[src/hw/rtl/bsa_muldiv.sv]
module bsa_muldiv #(
  parameter int W = 34
) (
  input  logic         clk,
  input  logic         rst,
  input  logic         start,
  input  logic [W-1:0] a,
  input  logic [W-1:0] b,
  input  logic [W-1:0] den,
  output logic         done,
  output logic [W-1:0] q
);
  localparam int PW = 2 * W;
  localparam int CW = $clog2(PW + 1);
  logic [PW-1:0] prod;
  logic [W:0]    rem;
  logic [W-1:0]  dreg;
  logic [CW-1:0] cnt;
  logic          busy;
  logic [W:0]    sh;
  logic          ge;

  assign sh = {rem[W-1:0], prod[PW-1]};
  assign ge = sh >= {1'b0, dreg};

  always_ff @(posedge clk) begin
    done <= 1'b0;
    if (rst) begin
      busy <= 1'b0;
    end else if (start) begin
      prod <= PW'(a) * PW'(b);
      dreg <= den;
      rem  <= '0;
      q    <= '0;
      cnt  <= CW'(PW);
      busy <= 1'b1;
    end else if (busy) begin
      prod <= prod << 1;
      rem  <= ge ? sh - {1'b0, dreg} : sh;
      q    <= {q[W-2:0], ge};
      cnt  <= cnt - 1'b1;
      if (cnt == CW'(1)) begin
        busy <= 1'b0;
        done <= 1'b1;
      end
    end
  end
endmodule

[config.mk]
export PLATFORM = sky130hd
export DESIGN_NAME = bsa_muldiv
export DESIGN_NICKNAME = d
export VERILOG_FILES = /design/src/hw/rtl/bsa_muldiv.sv
export SDC_FILE = /design/constraint.sdc
export NUM_CORES = 2
export LEC_CHECK = 0
export BUFFER_PORTS_ARGS = -buffer_cell sky130_fd_sc_hd__buf_2
export CAP_MARGIN = 15
export CORE_ASPECT_RATIO = 1.2
export CORE_MARGIN = 2
export CORE_UTILIZATION = 50
export CTS_CLUSTER_DIAMETER = 150
export CTS_CLUSTER_SIZE = 28
export DETAILED_ROUTE_END_ITERATION = 8
export PLACE_DENSITY = 0.64
export SLEW_MARGIN = 20
export SYNTH_ARGS = -nofsm -noshare
export SYNTH_HDL_FRONTEND = slang
export SYNTH_SLANG_ARGS = --single-unit
[constraint.sdc]
create_clock -name clk -period 16.9 [get_ports clk]
set_input_delay 3.38 -clock clk [delete_from_list [all_inputs] [get_ports clk]]
set_output_delay 3.38 -clock clk [all_outputs]
set_load 0.1 [all_outputs]
### After elaboration in Yosys (flattened, before gate mapping)

Index checks and enable logic that the tools add are counted.
Widths: inputs -> output; s select.

* multiply operators: 1
* bitwise operators: 2
* eq/ne operators: 1
* reductions and logical operators: 4
* $lt $le $gt $ge: 1
* muxes and demuxes: 10
* add/subtract/negate cells: 2

Operators by type and width (count)
* $mux 68: 2
* $mux 34: 3
* $mul 34x34->68: 1
* $ge 35x34->1: 1
* $sub 34x34->34: 1
* $eq 7x1->1 const B: 1
* $mux 7: 1
* $sub 7x1->7 const B: 1
* $mux 1: 4
* $reduce_and 2->1: 2
* $reduce_or 3->1: 1
* $not 1->1: 2
* $reduce_bool 2->1: 1

* flip-flop bits (word level): 179
* bits of input ports: 105
* output and inout port bits: 35

### Longest topological paths before layout

* depth in word-level cells: 4
* depth in mapped cells: 31
* gate-level depth less buffers: 29

### Worst setup path before layout

No wires, ideal clock.

* kind: in2reg
* start: input b[4]
* end: register prod[64] (data pin)
* stages on the path: 29
* path slack: 6.094 ns
* path buffers: 3
* library setup time: 0.260 ns
* data arrival time: 10.546 ns
* cell sequence: clkbuf_1 clkbuf_1 nand2_1 fa_1 fa_1 inv_1 fa_1 inv_1 fa_1 fa_1 inv_1 fa_1 fa_1 inv_1 fa_1 inv_1 ha_1 clkbuf_1 o21ai_0 a21oi_1 nor2_1 o31ai_1 o211ai_2 a21boi_4 a41oi_4 o41ai_4 a41oi_2 xnor2_1 mux2_2

* word-level cells in the longest chain between the ends: 2

Ends and longest elaborated chain
* start: declaration: line 8 `input logic [W-1:0] b,`
* $mul 34x34->68: line 31 `prod <= PW'(a) * PW'(b);`
* $mux 68: line 30 `end else if (start) begin`
* end signal: assignment: line 31
* end signal: assignment: line 38 `prod <= prod << 1;`
* end: declaration: line 15 `logic [PW-1:0] prod;`

Every way passes these cells.
A chain may end at the register's enable or synchronous reset.

### Worst setup path in the final report

* start: input a[23]
* end: register prod[64] (data pin)

* word-level cells in the longest chain between the ends: 2

Ends and longest elaborated chain
* start: declaration: line 7 `input logic [W-1:0] a,`
* $mul 34x34->68: line 31
* $mux 68: line 30

Every way passes these cells.

==> metrics.txt <==
routed vias 32046; vias in the first global route 35024; CP Data Arrival Time 11.60 ns; CP Launch Type primary input; dominant synthesized flop cell edfxtp_1; Syn. warnings 0; setup bufs post-CTS 0; clock sinks 179; RSZ-0062 raised after global routing false; cell taking the most area after synthesis fa_1; largest net degree at the start of global routing 54; total track usage 0.255; DR WL/cell 18.8 um; maximum clock frequency 87.8 MHz; Setup-failing EPs final 0; worst hold path type flip-flop to flip-flop; largest cells by area after synthesis fa_1, edfxtp_1, inv_1; Critical Path RT 17.11 ns; Post-Syn Area 46300 um^2; drc violations 0; NumNets Final 6250; post-synth top area share 0.442; Post-synth EDFFs 177; Yosys reg bits 179; CP Class primary input to flip-flop; Worst-path clk slew 0.08 ns; routability cong. 0.889; status completed; first-pass GRT wire length 190 mm; Synth top cells by count inv_1, fa_1, nand2_1; clk buf depth 2; Initial Utilization 0.503; antenna viol nets, final 0; crit-path max FO 34; Synth Net Count 6329; cell row count 122; Die Span Y 337 um; Post-DP HPWL 91.7 mm; skew final 0.0144 ns; io pins 140; syn avg cell area 9.48 um^2; most numerous cell in the Yosys netlist inv_1; part of the cycle the worst path needs 0.674; setup TNS 0 ns; Final min period 11.39 ns; Area growth, synth to finish 4.23%; Num CTS Buffers 17; initial drt markers 1753; Via density 5.28; cells after synthesis 4883; initial antenna violation count 11; Hold Violations, Final 0; depth of the CTS H-tree 4; Root Driver clkbuf_16; Core Region 92000 um^2; cts-stage hold buffer count 0; Worst-Skew Late Latency 0.45 ns; sequential share of the synthesized area 0.116; CTS tree done; I/O Buffers 139; max-cap violations 0; DIE AREA 95000 um^2; worst-margin pin slew 0.987 ns; share of layout cells above drive strength 1 0.0579; TritonRoute pass-1 iters 6; FFs w/ async S/R, synth 0; Max transition margin 0.341; post-synth cell types 83; post-cts sizing count 0; total wire length 114 mm; grt ovf 0; crit end category flip-flop; pins over their slew limit 0; die width 282 um
layout by cell type (no fill, tap or decap), types with 8 or more instances in the layout:
cell type,count
nand2_1,723
a21o_1,70
mux2_2,57
inv_1,1104
buf_4,21
o21a_1,8
a31oi_1,12
fa_1,1021
edfxtp_1,177
clkbuf_16,17
nand3_1,22
nand2b_1,12
o21bai_1,19
xnor2_1,64
a21oi_1,109
and3_1,13
o21ai_0,54
mux2i_1,26
nor2b_1,45
nor2_1,95
buf_2,138
and2_1,522
nor3_1,10
xor2_1,33
nand4_1,13
o31ai_1,8
ha_1,320
cells by family after synthesis:
family / synth area share
AOI/OAI and AO/OA: 0.0515
adders and majority gates: 0.528
DFF: 0.116
xor gates and xnor gates: 0.0184
and+or+nand+nor: 0.155
muxes: 0.0195
buffers and inverters: 0.112
final timing paths:
check             startpoint        to  slack, ns  depth (start not counted)
setup / recovery       a[23]  prod[64]       5.51                         26
hold / removal          busy      done       0.49                          1
setup reg to reg      rem[2]   rem[24]      12.68                         13
hold reg to reg         busy      done       0.49                          1
layout make-up:
| cell class | instances | area [um^2] |
|---|---|---|
| inverters | 1105 | 4150 |
| clock buffers | 17 | 425 |
| repair buffers | 159 | 848 |
| diodes | 7 | 17.5 |
| fillers | 8487 | 43800 |
| flip-flops and latches | 179 | 5360 |
| clock inverters | 15 | 138 |
| well taps | 1240 | 1550 |
| multi-input cells | 3342 | 35700 |
flip-flops by register name (all words and copies together) (netlist names):
| name | flops |
|---|---|
| prod | 68 |
| cnt | 7 |
| busy | 1 |
| rem | 34 |
| done | 1 |
| q | 34 |
| dreg | 34 |
worst max-delay path, cell delays in order:
cell	delay [ns]
buf_2	0.68
and2_1	0.27
fa_1	0.42
fa_1	0.55
inv_1	0.06
fa_1	0.52
inv_1	0.05
fa_1	0.48
fa_1	0.64
fa_1	0.48
fa_1	0.52
inv_1	0.05
fa_1	0.48
inv_1	0.04
ha_1	0.44
o21ai_0	0.14
a21oi_1	0.14
nor2_1	0.05
o31ai_1	0.41
o211ai_2	0.23
a21boi_4	0.31
a41oi_4	0.18
o41ai_4	0.43
a41oi_2	0.18
xnor2_1	0.15
mux2_2	0.26
through the flow:
| step | instances | utilization | setup WS (ns) | hold WS (ns) | area [um^2] |
|---|---|---|---|---|---|
| after global routing | 6063 | 0.524 | 5.13 | 0.518 | 48200 |
| after global placement | 6025 | 0.518 | 5.08 | 0.491 | 47700 |
| final | 6064 | 0.524 | 5.51 | 0.495 | 48200 |
| after floorplan | 4883 | - | 6.09 | 0.460 | 46300 |
| after detailed placement | 6025 | 0.518 | 5.10 | 0.490 | 47700 |
| after CTS | 6057 | 0.524 | 5.55 | 0.501 | 48200 |
metal layers:
metal  track usage  part of all wire  vias up
met5             0           0.00054        -
met3        0.0393             0.065      161
met4        0.0573             0.021       10
met1         0.351              0.43    16557
met2         0.428              0.48     1001
li1              -                 -    14317
Power is not shown: default switching activity piles up to over one toggle a cycle in this logic, so the estimate is an artifact.
